$ cat src/rtl/assert_macros.svh
// ----------------------------------------------------------------------------
// Assertion macros
// Shared concurrent assertion wrappers, clocked on a rising edge and
// disabled while the active-low reset is asserted.
// ----------------------------------------------------------------------------
`ifndef ASSERT_MACROS_SVH
`define ASSERT_MACROS_SVH

// Implication or plain property, checked on every rising clock edge.
`define ASSERT_CLK(label, clk, rst_n, prop, msg) \
	label: assert property (@(posedge clk) disable iff (!rst_n) prop) else $error(msg);

// Condition that must never hold on a rising clock edge.
`define ASSERT_NEVER(label, clk, rst_n, cond, msg) \
	label: assert property (@(posedge clk) disable iff (!rst_n) !(cond)) else $error(msg);

`endif

$ cat src/rtl/vuri_pkg.sv
// ----------------------------------------------------------------------------
// vuri_pkg
// Types and constants shared by the video unit register interface modules.
// ----------------------------------------------------------------------------
`default_nettype none

package vuri_pkg;

	localparam int SPRITE_BYTES = 256;

	localparam logic [13:0] PALETTE_BASE = 14'h3F00;
	localparam logic [7:0]  STATUS_RESET = 8'h10;
	localparam int          VBL_BIT      = 7;
	localparam int          INC_BIT      = 2;

	typedef enum logic [2:0] {
		OP_READ      = 3'd0,
		OP_WRITE     = 3'd1,
		OP_VBL_START = 3'd2,
		OP_VBL_END   = 3'd3,
		OP_DMA       = 3'd4
	} op_t;

	typedef enum logic [2:0] {
		REG_CTRL     = 3'd0,
		REG_MASK     = 3'd1,
		REG_STATUS   = 3'd2,
		REG_SPR_ADDR = 3'd3,
		REG_SPR_DATA = 3'd4,
		REG_SCROLL   = 3'd5,
		REG_ADDR     = 3'd6,
		REG_DATA     = 3'd7
	} reg_t;

	typedef struct packed {
		logic [2:0] opcode;
		logic [2:0] reg_select;
		logic [7:0] write_data;
		logic [7:0] vram_read_data;
	} item_t;

	typedef struct packed {
		logic [7:0]  read_data;
		logic        nmi_pulse;
		logic        vram_write_enable;
		logic [13:0] vram_write_addr;
		logic [7:0]  vram_write_data;
		logic [13:0] next_read_addr;
		logic [14:0] temp_addr_out;
		logic [2:0]  fine_scroll;
		logic [7:0]  control_out;
		logic [7:0]  mask_out;
		logic        vblank_level;
	} result_t;

	typedef struct packed {
		logic       we;
		logic [7:0] ptr;
		logic [7:0] wdata;
	} spr_req_t;

endpackage

`default_nettype wire

$ cat src/rtl/vuri_sprite_mem.sv
// ----------------------------------------------------------------------------
// vuri_sprite_mem
// Sprite table: single-port-write, registered-read memory. Per-entry valid
// bits make entries never written since reset read as zero.
// ----------------------------------------------------------------------------
`default_nettype none

module vuri_sprite_mem #(
	parameter int DEPTH = vuri_pkg::SPRITE_BYTES
) (
	input  wire logic                     clk,
	input  wire logic                     arst_n,
	input  wire logic                     re,
	input  wire logic [$clog2(DEPTH)-1:0] raddr,
	output logic      [7:0]               rdata,
	input  wire logic                     we,
	input  wire logic [$clog2(DEPTH)-1:0] waddr,
	input  wire logic [7:0]               wdata
);

	logic [7:0]       mem [DEPTH];
	logic [DEPTH-1:0] valid_q;
	logic [7:0]       rdata_s1;
	logic             rvalid_s1;

	always_ff @(posedge clk) begin
		if (we) begin
			mem[waddr] <= wdata;
		end
		if (re) begin
			rdata_s1 <= mem[raddr];
		end
	end

	always_ff @(posedge clk or negedge arst_n) begin
		if (!arst_n) begin
			valid_q   <= '0;
			rvalid_s1 <= 1'b0;
		end else begin
			if (we) begin
				valid_q[waddr] <= 1'b1;
			end
			if (re) begin
				rvalid_s1 <= valid_q[raddr];
			end
		end
	end

	assign rdata = rvalid_s1 ? rdata_s1 : 8'h00;

endmodule

`default_nettype wire

$ cat src/rtl/vuri_core.sv
// ----------------------------------------------------------------------------
// vuri_core
// Register state of the interface: control, mask, status, scroll addresses,
// write toggle and read buffer. Computes the result of one item and commits
// the new state on the execute strobe.
// ----------------------------------------------------------------------------
`default_nettype none

module vuri_core (
	input  wire logic              clk,
	input  wire logic              arst_n,
	input  wire logic              exec,
	input  wire vuri_pkg::item_t   item,
	input  wire logic [7:0]        spr_rdata,
	output vuri_pkg::result_t      result,
	output vuri_pkg::spr_req_t     spr_req
);

	logic [7:0]  ctrl_q, ctrl_n;
	logic [7:0]  mask_q, mask_n;
	logic [7:0]  status_q, status_n;
	logic [7:0]  ptr_q, ptr_n;
	logic [14:0] cur_q, cur_n;
	logic [14:0] temp_q, temp_n;
	logic [2:0]  fine_x_q, fine_x_n;
	logic        toggle_q, toggle_n;
	logic [7:0]  rbuf_q, rbuf_n;
	logic        vbl_q, vbl_n;

	logic [7:0]  rdata;
	logic        nmi;
	logic        vwe;
	logic        spr_we;
	logic [14:0] step;
	logic [7:0]  wd;

	assign wd   = item.write_data;
	assign step = ctrl_q[vuri_pkg::INC_BIT] ? 15'd32 : 15'd1;

	always_comb begin
		ctrl_n   = ctrl_q;
		mask_n   = mask_q;
		status_n = status_q;
		ptr_n    = ptr_q;
		cur_n    = cur_q;
		temp_n   = temp_q;
		fine_x_n = fine_x_q;
		toggle_n = toggle_q;
		rbuf_n   = rbuf_q;
		vbl_n    = vbl_q;
		rdata    = 8'h00;
		nmi      = 1'b0;
		vwe      = 1'b0;
		spr_we   = 1'b0;

		case (vuri_pkg::op_t'(item.opcode))
			vuri_pkg::OP_READ: begin
				case (vuri_pkg::reg_t'(item.reg_select))
					vuri_pkg::REG_STATUS: begin
						rdata                       = status_q;
						status_n[vuri_pkg::VBL_BIT] = 1'b0;
						toggle_n                    = 1'b0;
					end
					vuri_pkg::REG_SPR_DATA: begin
						rdata = spr_rdata;
					end
					vuri_pkg::REG_DATA: begin
						if (cur_q[13:0] < vuri_pkg::PALETTE_BASE) begin
							rdata  = rbuf_q;
							rbuf_n = item.vram_read_data;
						end else begin
							rdata = item.vram_read_data;
						end
						cur_n = cur_q + step;
					end
					default: begin
					end
				endcase
			end
			vuri_pkg::OP_WRITE: begin
				case (vuri_pkg::reg_t'(item.reg_select))
					vuri_pkg::REG_CTRL: begin
						ctrl_n        = wd;
						temp_n[11:10] = wd[1:0];
						nmi = !ctrl_q[vuri_pkg::VBL_BIT] && wd[vuri_pkg::VBL_BIT]
							&& status_q[vuri_pkg::VBL_BIT];
					end
					vuri_pkg::REG_MASK: begin
						mask_n = wd;
					end
					vuri_pkg::REG_SPR_ADDR: begin
						ptr_n = wd;
					end
					vuri_pkg::REG_SPR_DATA: begin
						spr_we = 1'b1;
						ptr_n  = ptr_q + 8'd1;
					end
					vuri_pkg::REG_SCROLL: begin
						if (!toggle_q) begin
							fine_x_n    = wd[2:0];
							temp_n[4:0] = wd[7:3];
							toggle_n    = 1'b1;
						end else begin
							temp_n[14:12] = wd[2:0];
							temp_n[9:5]   = wd[7:3];
							toggle_n      = 1'b0;
						end
					end
					vuri_pkg::REG_ADDR: begin
						if (!toggle_q) begin
							temp_n   = {1'b0, wd[5:0], temp_q[7:0]};
							toggle_n = 1'b1;
						end else begin
							temp_n   = {temp_q[14:8], wd};
							cur_n    = {temp_q[14:8], wd};
							toggle_n = 1'b0;
						end
					end
					vuri_pkg::REG_DATA: begin
						vwe   = 1'b1;
						cur_n = cur_q + step;
					end
					default: begin
					end
				endcase
			end
			vuri_pkg::OP_VBL_START: begin
				vbl_n = 1'b1;
				if (!status_q[vuri_pkg::VBL_BIT]) begin
					status_n[vuri_pkg::VBL_BIT] = 1'b1;
					nmi = ctrl_q[vuri_pkg::VBL_BIT];
				end
			end
			vuri_pkg::OP_VBL_END: begin
				vbl_n                       = 1'b0;
				status_n[vuri_pkg::VBL_BIT] = 1'b0;
			end
			vuri_pkg::OP_DMA: begin
				spr_we = 1'b1;
				ptr_n  = ptr_q + 8'd1;
			end
			default: begin
			end
		endcase
	end

	always_comb begin
		result.read_data         = rdata;
		result.nmi_pulse         = nmi;
		result.vram_write_enable = vwe;
		result.vram_write_addr   = vwe ? cur_q[13:0] : 14'd0;
		result.vram_write_data   = vwe ? wd : 8'h00;
		result.next_read_addr    = cur_n[13:0];
		result.temp_addr_out     = temp_n;
		result.fine_scroll       = fine_x_n;
		result.control_out       = ctrl_n;
		result.mask_out          = mask_n;
		result.vblank_level      = vbl_n;
	end

	// Sprite write lands at the pointer held before this item.
	assign spr_req.we    = exec && spr_we;
	assign spr_req.ptr   = ptr_q;
	assign spr_req.wdata = wd;

	always_ff @(posedge clk or negedge arst_n) begin
		if (!arst_n) begin
			ctrl_q   <= 8'h00;
			mask_q   <= 8'h00;
			status_q <= vuri_pkg::STATUS_RESET;
			ptr_q    <= 8'h00;
			cur_q    <= 15'd0;
			temp_q   <= 15'd0;
			fine_x_q <= 3'd0;
			toggle_q <= 1'b0;
			rbuf_q   <= 8'h00;
			vbl_q    <= 1'b0;
		end else if (exec) begin
			ctrl_q   <= ctrl_n;
			mask_q   <= mask_n;
			status_q <= status_n;
			ptr_q    <= ptr_n;
			cur_q    <= cur_n;
			temp_q   <= temp_n;
			fine_x_q <= fine_x_n;
			toggle_q <= toggle_n;
			rbuf_q   <= rbuf_n;
			vbl_q    <= vbl_n;
		end
	end

endmodule

`default_nettype wire

$ cat src/rtl/video_unit_register_interface.sv
// ----------------------------------------------------------------------------
// video_unit_register_interface
// CPU-facing register block of a tile video unit: register reads and
// writes, vblank events and sprite DMA bytes, one result per item.
// ----------------------------------------------------------------------------
//
//   channel   handshake         payload
//   -------   ---------------   ---------------------------------------------
//   item      start / busy      opcode, reg_select, write_data, vram_read_data
//   result    done (strobe)     read_data ... vblank_level, one cycle only
//
// The accept edge of an item issues the sprite table read at
// the current pointer, and the following edge commits the register and
// sprite table updates and loads the result registers. busy is high for the
// one cycle between those edges; done follows for one cycle, during which
// the next item may already be accepted. After reset the block is idle, all
// state at its reset values and the sprite table reads as zero. The receiver
// cannot stall.
// ----------------------------------------------------------------------------
`default_nettype none

`include "assert_macros.svh"

module video_unit_register_interface #(
	parameter int SPRITE_BYTES = vuri_pkg::SPRITE_BYTES
) (
	input  wire logic        clk,
	input  wire logic        arst_n,
	input  wire logic        start,
	output logic             busy,
	input  wire logic [2:0]  opcode,
	input  wire logic [2:0]  reg_select,
	input  wire logic [7:0]  write_data,
	input  wire logic [7:0]  vram_read_data,
	output logic             done,
	output logic [7:0]       read_data,
	output logic             nmi_pulse,
	output logic             vram_write_enable,
	output logic [13:0]      vram_write_addr,
	output logic [7:0]       vram_write_data,
	output logic [13:0]      next_read_addr,
	output logic [14:0]      temp_addr_out,
	output logic [2:0]       fine_scroll,
	output logic [7:0]       control_out,
	output logic [7:0]       mask_out,
	output logic             vblank_level
);

	localparam int AW = $clog2(SPRITE_BYTES);

	typedef enum logic {
		ST_IDLE,
		ST_EXEC
	} state_t;

	state_t              state_q;
	logic                done_q;
	vuri_pkg::item_t     item_s1;
	vuri_pkg::result_t   res_q;
	vuri_pkg::result_t   res;
	vuri_pkg::spr_req_t  spr_req;
	logic [7:0]          spr_rdata;
	logic                accept;
	logic                exec;

	assign busy   = (state_q == ST_EXEC);
	assign accept = start && !busy;
	assign exec   = (state_q == ST_EXEC);

	vuri_sprite_mem #(
		.DEPTH(SPRITE_BYTES)
	) u_sprite_mem (
		.clk    (clk),
		.arst_n (arst_n),
		.re     (accept),
		.raddr  (spr_req.ptr[AW-1:0]),
		.rdata  (spr_rdata),
		.we     (spr_req.we),
		.waddr  (spr_req.ptr[AW-1:0]),
		.wdata  (spr_req.wdata)
	);

	vuri_core u_core (
		.clk       (clk),
		.arst_n    (arst_n),
		.exec      (exec),
		.item      (item_s1),
		.spr_rdata (spr_rdata),
		.result    (res),
		.spr_req   (spr_req)
	);

	always_ff @(posedge clk or negedge arst_n) begin
		if (!arst_n) begin
			state_q <= ST_IDLE;
			done_q  <= 1'b0;
			item_s1 <= '0;
			res_q   <= '0;
		end else begin
			done_q <= 1'b0;
			case (state_q)
				ST_IDLE: begin
					if (start) begin
						item_s1 <= {opcode, reg_select, write_data, vram_read_data};
						state_q <= ST_EXEC;
					end
				end
				ST_EXEC: begin
					// commit the item and present its result for one cycle
					res_q   <= res;
					done_q  <= 1'b1;
					state_q <= ST_IDLE;
				end
				default: begin
					state_q <= ST_IDLE;
				end
			endcase
		end
	end

	assign done              = done_q;
	assign read_data         = res_q.read_data;
	assign nmi_pulse         = res_q.nmi_pulse;
	assign vram_write_enable = res_q.vram_write_enable;
	assign vram_write_addr   = res_q.vram_write_addr;
	assign vram_write_data   = res_q.vram_write_data;
	assign next_read_addr    = res_q.next_read_addr;
	assign temp_addr_out     = res_q.temp_addr_out;
	assign fine_scroll       = res_q.fine_scroll;
	assign control_out       = res_q.control_out;
	assign mask_out          = res_q.mask_out;
	assign vblank_level      = res_q.vblank_level;

	`ASSERT_CLK(a_accept_exec, clk, arst_n, accept |=> busy, "accepted item did not execute")
	`ASSERT_CLK(a_exec_done, clk, arst_n, busy |=> (done && !busy), "execute without result strobe")
	`ASSERT_NEVER(a_done_busy, clk, arst_n, done && busy, "result strobe while busy")
	`ASSERT_CLK(a_done_origin, clk, arst_n, done |-> $past(busy), "result strobe without an item")

endmodule

`default_nettype wire
$ cat config.mk
export PLATFORM = sky130hd
export DESIGN_NAME = video_unit_register_interface
export DESIGN_NICKNAME = d
export VERILOG_FILES = /design/src/rtl/vuri_pkg.sv /design/src/rtl/vuri_sprite_mem.sv /design/src/rtl/vuri_core.sv /design/src/rtl/video_unit_register_interface.sv
export VERILOG_INCLUDE_DIRS = /design/src /design/src/rtl
export SDC_FILE = /design/constraint.sdc
export NUM_CORES = 2
export LEC_CHECK = 0
export CORE_MARGIN = 5
export CORE_UTILIZATION = 45
export CTS_BUF_LIST = sky130_fd_sc_hd__clkbuf_4
export DETAILED_ROUTE_END_ITERATION = 10
export DONT_BUFFER_PORTS = 1
export PLACE_DENSITY = 0.67
export SLEW_MARGIN = 25
export SYNTH_ARGS = -nofsm -noshare
export SYNTH_HDL_FRONTEND = slang
export SYNTH_SLANG_ARGS = --single-unit
$ cat constraint.sdc
create_clock -name clk -period 4.35 [get_ports clk]
set_clock_uncertainty 0.2 [all_clocks]
set_input_delay 0.87 -clock clk [delete_from_list [all_inputs] [get_ports clk]]
set_output_delay 0.87 -clock clk [all_outputs]
set_load 0.05 [all_outputs]
# ---- Word level (Yosys, flattened, before mapping)
# Memory sizes are Yosys's and may differ from the RTL's. A register that Yosys moved wholly into a read port is not among the register bits.
# Index checks and enable logic that the tools add are counted.
# W data, S select, Z words.
dict set report totals {
  register_bits 381
  ram_bits 2048
  in_bits 25
  elab_cells 131
  memories 1
}
# name depth width rd rd_clocked_by_memory_dff wr line
set memory_table {}
lappend memory_table {u_sprite_mem.mem 256 8 1 1 1 vuri_sprite_mem.sv:21} ;# logic [7:0] mem [DEPTH];
dict set report classes {
  n_addsub 2
  magnitude_cmp 3
  n_eq_ne 21
  mux 44
  n_bitwise 3
  n_reduce_logical 30
}
# operator count
set op_table {}
lappend op_table {{$or A256 B256 Y256} 1}
lappend op_table {{$pmux W15 S2} 2}
lappend op_table {{$mux W8} 6}
lappend op_table {{$mux W15} 3}
lappend op_table {{$pmux W8 S2} 2}
lappend op_table {{$pmux W8 S3} 1}
lappend op_table {{$pmux W10 S2} 1}
lappend op_table {{$reduce_and A5 Y1} 4}
lappend op_table {{$reduce_and A4 Y1} 4}
lappend op_table {{$add A15 B15 Y15} 1}
lappend op_table {{$eq A3 B3 Y1 const B} 5}
lappend op_table {{$lt A14 B14 Y1 const B} 1}
lappend op_table {{$mux W1} 14}
lappend op_table {{$mux W14} 1}
lappend op_table {{$eq A3 B2 Y1 const B} 4}
lappend op_table {{$reduce_and A3 Y1} 4}
lappend op_table {{$mux W5} 2}
lappend op_table {{$pmux W1 S2} 5}
lappend op_table {{$reduce_bool A2 Y1} 5}
lappend op_table {{$lt A8 B9 Y1 const B} 1}
lappend op_table {{$add A8 B1 Y8 const B} 1}
lappend op_table {{$bmux W1 S8} 1}
lappend op_table {{$demux W1 S8} 1}
lappend op_table {{$ge A8 B1 Y1 const B} 1}
lappend op_table {{other kinds (17)} 32}

# ---- Longest topological paths before layout
dict set report depth {
  depth_word 6
  ltp_mapped 13
  depth_no_buf 10
}

# ---- Modules after synthesis
# A second synthesis with hierarchy kept.
dict set report hier_totals {
  hier_cells 5136
  hier_area_um2 97941.4
}
# mod n_inst cells_per_inst area_each_um2
set by_module_without_submodules {}
lappend by_module_without_submodules {vuri_sprite_mem 1 4286 88696.3}
lappend by_module_without_submodules {vuri_core 1 629 5296.3}
lappend by_module_without_submodules {video_unit_register_interface 1 221 3948.8}

# ---- Least setup slack after synthesis
# No wires, ideal clock.
dict set report synth_path {
  path_type {register -> register}
  from {register item_s1[12] in the netlist's numbering}
  to {register u_core.temp_q[12]}
  setup_time_ns 0.096
  t_arrival_ns 3.920
  required_ns 4.054
  path_slack_ns 0.134
  stages_incl_launch_ff 4
  n_path_buf 1
  synth_period_minus_slack_ns 4.216
  cell_sequence {dfrtp_1 > clkbuf_1 > a22oi_1 > o21ai_0}
}
dict set report synth_between {
  elab_chain_len 2
}
# element line
set synth_lines {}
lappend synth_lines {{start, declared} video_unit_register_interface.sv:58} ;# vuri_pkg::item_t item_s1;
lappend synth_lines {{start signal, assigned} video_unit_register_interface.sv:104} ;# item_s1 <= {opcode, reg_select, write_data, vram_read_data};
lappend synth_lines {{$mux W15} vuri_core.sv:110} ;# if (!toggle_q) begin
lappend synth_lines {{$pmux W3 S2} vuri_core.sv:81} ;# case (vuri_pkg::reg_t'(item.reg_select))
lappend synth_lines {{end signal, assigned} vuri_core.sv:184} ;# temp_q <= temp_n;
lappend synth_lines {{end, declared} vuri_core.sv:24} ;# logic [14:0] temp_q, temp_n;
# No other way between the ends. The select of a mux whose other input is x is not followed.
# A chain may end at the register's enable or synchronous reset.

==> insert_results.sql <==
INSERT INTO impl_metrics (metric_group, metric, value, unit) VALUES
('cts', 'clkSlewWorstSetupHoldPaths', '70', 'ps'),
('logic_synthesis', 'ys.flop_type', 'sky130_fd_sc_hd__edfxtp_1', ''),
('cts', 'cts_root_buf', 'sky130_fd_sc_hd__clkbuf_4', ''),
('outcome', 'status', 'finished with violations', ''),
('logic_synthesis', 'synth_enable_flop_cells', '2056', ''),
('cts', 'post_cts.repair.setup_buffers', '0', ''),
('global_route', 'antenna_violations_before_repair', '7', ''),
('setup_path', 'end_kind', 'flip-flop', ''),
('layout', 'filler_cell_count', '16700', ''),
('pwr', 'ir_drop', '0.393', 'mV'),
('logic_synthesis', 'synthArstFlopShare', '15.6', '%'),
('logic_synthesis', 'syn-num-nets', '4753', ''),
('die', 'placement_rows', '169', ''),
('setup_path', 'data_required_time_at_the_worst_endpoint', '5290', 'ps'),
('outcome', 'failing_checks', 'hold timing', ''),
('drt', 'remaining_drc_errors', '0', ''),
('sta', 'final-max-slew-violation-count', '0', ''),
('global_route', 'first_global_vias', '52900', ''),
('sta', 'fin_crit_sh', '96.9', '%'),
('global_route', 'grt_pass1_wl', '364000', 'um'),
('placement', 'numPortBuffers', '0', ''),
('logic_synthesis', 'synth_warnings', '0', ''),
('die', 'die_height', '471', 'um'),
('cts', 'cts_htree_levels', '6', ''),
('sta', 'slew-limit-headroom', '5.67', '%'),
('pwr', 'power_per_cell_area', '603', 'mW/mm^2'),
('pwr', 'seq_pwr_share', '41.8', '%'),
('cts', 'cts.hold.buffers_added', '46', ''),
('layout', 'finalCoreUtilization', '51.5', '%'),
('die', 'placeableCoreArea', '0.212', 'mm^2'),
('sta', 'report.final.hold_viol_count', '380', ''),
('cts', 'clk_path_buf_depth', '4', ''),
('sta', 'rsz0062_at_grt', 'no', ''),
('drt', 'drt_wl_total', '247000', 'um'),
('pwr', 'power_switching', '0.0215', 'W'),
('drt', 'detail_route.first_pass.iterations', '8', ''),
('pwr', 'power.clock.fraction', '28.8', '%'),
('layout', 'finish.net_count', '5424', ''),
('layout', 'synthToLayoutAreaGrowth', '14.1', '%'),
('die', 'boundaryPins', '108', ''),
('setup_path', 'regToRegSetupSlack', '130', 'ps'),
('worst_hold_path', 'min_path_type', 'primary input to asynchronous set/reset pin', ''),
('sta', 'achievable-frequency', '237', 'MHz'),
('sta', 'hold_slack', '-1000', 'ps'),
('run', 'max-cap-violations', '0', ''),
('drt', 'drt-wirelength-per-cell', '28.5', 'um'),
('setup_path', 'crit_path_max_fanout', '55', ''),
('die', 'start_util', '45.1', '%'),
('pwr', 'power_leakage', '36.9', 'nW'),
('global_route', 'overflow', '0', ''),
('placement', 'dp_hpwl', '148000', 'um'),
('sta', 'timing.final.crit_period', '4220', 'ps'),
('pwr', 'power.share.combinational', '29.4', '%'),
('logic_synthesis', 'synth_seq_cells', '2436', ''),
('drt', 'drt_first_iter_violations', '5977', ''),
('sta', 'setup_tns', '0', 'ps'),
('setup_path', 'crit_arrival', '5160', 'ps'),
('drt', 'via_count', '51600', ''),
('layout', 'area_taken_by_multi_input_logic_gates', '0.0227', 'mm^2'),
('global_route', 'grt_max_degree', '381', ''),
('drt', 'ant_nets', '0', ''),
('sta', 'final-setup-viol-count', '0', ''),
('pwr', 'power_switching_share', '32.8', '%'),
('die', 'die_area', '0.221', 'mm^2'),
('setup_path', 'timing_worst_setup_path_type', 'flip-flop to flip-flop', ''),
('layout', 'drive_above_1_share', '34.9', '%'),
('die', 'die_w', '471', 'um'),
('cts', 'clock_tree_sinks', '2436', ''),
('cts', 'tritoncts', 'done', ''),
('global_route', 'grt_use_met3', '6.38', '%'),
('cts', 'worstSkewPairLatency', '1420', 'ps');
power groups by stage:
| stage | logic, W | clock network [W] | registers (W) |
|---|---|---|---|
| 2_1_floorplan | 0.0111 | 0 | 0.0279 |
| 3_3_place_gp | 0.0190 | 0 | 0.0280 |
| 3_5_place_dp | 0.0191 | 0 | 0.0280 |
| 4_1_cts | 0.0192 | 0.0194 | 0.0275 |
| 5_1_grt | 0.0200 | 0.0207 | 0.0275 |
| 6_report | 0.0193 | 0.0189 | 0.0275 |
synthesized netlist by cell type (all sizes together) (3+ instances only):
| cell | n | area share (%) |
|---|---|---|
| and2 | 6 | 0.039 |
| nor2 | 321 | 1.3 |
| inv | 8 | 0.031 |
| a32o | 5 | 0.052 |
| o2bb2ai | 10 | 0.092 |
| a22oi | 117 | 0.93 |
| o21bai | 256 | 2.0 |
| o311ai | 3 | 0.028 |
| a31oi | 9 | 0.059 |
| nand3 | 39 | 0.20 |
| a41oi | 3 | 0.028 |
| a211oi | 5 | 0.039 |
| ha | 7 | 0.092 |
| buf | 126 | 0.87 |
| or4 | 3 | 0.024 |
| nand2b | 11 | 0.072 |
| clkbuf | 212 | 0.83 |
| o22ai | 8 | 0.052 |
| o211ai | 5 | 0.039 |
| or3 | 3 | 0.020 |
| mux2i | 42 | 0.44 |
| a21oi | 83 | 0.44 |
| nor2b | 10 | 0.066 |
| mux2 | 51 | 0.60 |
| edfxtp | 2056 | 65 |
| mux4 | 648 | 15 |
| and3 | 8 | 0.052 |
| nand4 | 10 | 0.066 |
| a22o | 41 | 0.38 |
| o21ai | 51 | 0.27 |
| a221oi | 17 | 0.16 |
| dfrtp | 380 | 10 |
| nor3 | 17 | 0.089 |
| a211o | 3 | 0.028 |
| nand2 | 115 | 0.45 |
final cells by class:
| class | instances | area share [%] |
|---|---|---|
| diodes | 7 | 0.0161 |
| clock buffers | 903 | 6.22 |
| multi-input cells | 1937 | 20.8 |
| flip-flops and latches | 2436 | 65.5 |
| clock inverters | 141 | 0.725 |
| inverters | 10 | 0.0414 |
| repair buffers | 391 | 3.49 |
| well taps | 2821 | 3.24 |
kinds of logic (layout without fill, tap and decap cells):
| family | after synthesis | count (layout) | synth area share, % |
|---|---|---|---|
| compound gates | 637 | 637 | 4.79 |
| xor+xnor | 2 | 2 | 0.0184 |
| fa+ha+maj | 7 | 7 | 0.0917 |
| buf+inv | 348 | 1445 | 1.74 |
| flops | 2436 | 2436 | 74.6 |
| mux | 741 | 741 | 16.3 |
| other cells | 0 | 7 | 0 |
| simple gates | 550 | 550 | 2.40 |
metrics by stage:
step | setup WS [ps] | std cells | area, um^2 | power (W)
after CTS | 212 | 8636 | 109000 | 0.0660
after detailed placement | -7.70 | 7546 | 101000 | 0.0470
final | 133 | 8646 | 109000 | 0.0657
after floorplan | 134 | 4721 | 95500 | 0.0390
after global placement | 1.20 | 7546 | 101000 | 0.0469
after global routing | 51.9 | 8643 | 109000 | 0.0682
metal layers:
metal  up-vias  share of wire, %
li1      21100                 -
met1     27100                39
met2      2850                47
met3       517                10
met4         0               4.0
met5         -                 0
placed cells by master, fill, tap and decap left out, types with 8 or more instances in the layout:
cell type	netlist	routed
sky130_fd_sc_hd__a22o_1	41	41
sky130_fd_sc_hd__a221oi_1	17	17
sky130_fd_sc_hd__o22ai_1	8	8
sky130_fd_sc_hd__o21bai_1	256	256
sky130_fd_sc_hd__nor2_1	321	317
sky130_fd_sc_hd__a22oi_1	116	116
sky130_fd_sc_hd__mux4_2	648	648
sky130_fd_sc_hd__dlygate4sd3_1	0	46
sky130_fd_sc_hd__bufinv_16	0	9
sky130_fd_sc_hd__dfrtp_1	380	369
sky130_fd_sc_hd__nand2b_1	11	11
sky130_fd_sc_hd__and3_1	8	8
sky130_fd_sc_hd__mux2_2	51	51
sky130_fd_sc_hd__clkbuf_4	0	903
sky130_fd_sc_hd__nand2_2	0	16
sky130_fd_sc_hd__a21oi_1	82	82
sky130_fd_sc_hd__buf_4	29	286
sky130_fd_sc_hd__inv_2	1	14
sky130_fd_sc_hd__edfxtp_1	2056	2056
sky130_fd_sc_hd__a31oi_1	9	9
sky130_fd_sc_hd__nand3_1	39	39
sky130_fd_sc_hd__nand4_1	10	10
sky130_fd_sc_hd__clkinv_1	2	105
sky130_fd_sc_hd__dfrtp_4	0	11
sky130_fd_sc_hd__nand2_1	115	99
sky130_fd_sc_hd__clkinv_2	0	13
sky130_fd_sc_hd__mux2i_1	42	42
sky130_fd_sc_hd__buf_12	0	57
sky130_fd_sc_hd__o2bb2ai_1	10	10
sky130_fd_sc_hd__o21ai_0	50	49
sky130_fd_sc_hd__nor3_1	17	16
worst max-delay path: stages, from the launching register on:
cell,delay (ps)
sky130_fd_sc_hd__dfrtp_4,800
sky130_fd_sc_hd__buf_12,450
sky130_fd_sc_hd__buf_12,340
sky130_fd_sc_hd__mux4_2,550
sky130_fd_sc_hd__mux4_2,560
sky130_fd_sc_hd__a22o_1,260
sky130_fd_sc_hd__a21oi_1,500
sky130_fd_sc_hd__o311ai_1,190
what timing repair did:
item	4_1_cts	5_1_grt
gates resized for setup	1	0
endpoints found under the setup margin	1	0
endpoints found under the hold margin	412	380
registers in the layout, indices dropped and copies added, names as in the netlist, 3 cells and up:
signal                 cells
u_sprite_mem.mem        2048
u_sprite_mem.valid_q     256
item_s1                   22
u_core.temp_q             15
u_core.cur_q              14
vram_write_addr           14
read_data                  8
u_core.ctrl_q              8
u_core.mask_q              8
u_core.ptr_q               8
u_core.rbuf_q              8
u_sprite_mem.rdata_s1      8
vram_write_data            8
u_core.fine_x_q            3
path summary, 6_finish.rpt:
kind,startpoint,endpoint,cells past startpoint
hold / removal,arst_n,u_core.rbuf_q[1],0
hold reg to reg,u_sprite_mem.valid_q[234],u_sprite_mem.valid_q[234],1
setup / recovery,u_core.ptr_q[0],u_sprite_mem.rdata_s1[5],7
min in group clk,u_sprite_mem.valid_q[234],u_sprite_mem.valid_q[234],1
setup reg to reg,u_core.ptr_q[0],u_sprite_mem.rdata_s1[5],7
max in group asynchronous,arst_n,u_sprite_mem.valid_q[184],0
No activity file was read; power rests on OpenSTA's default activity.
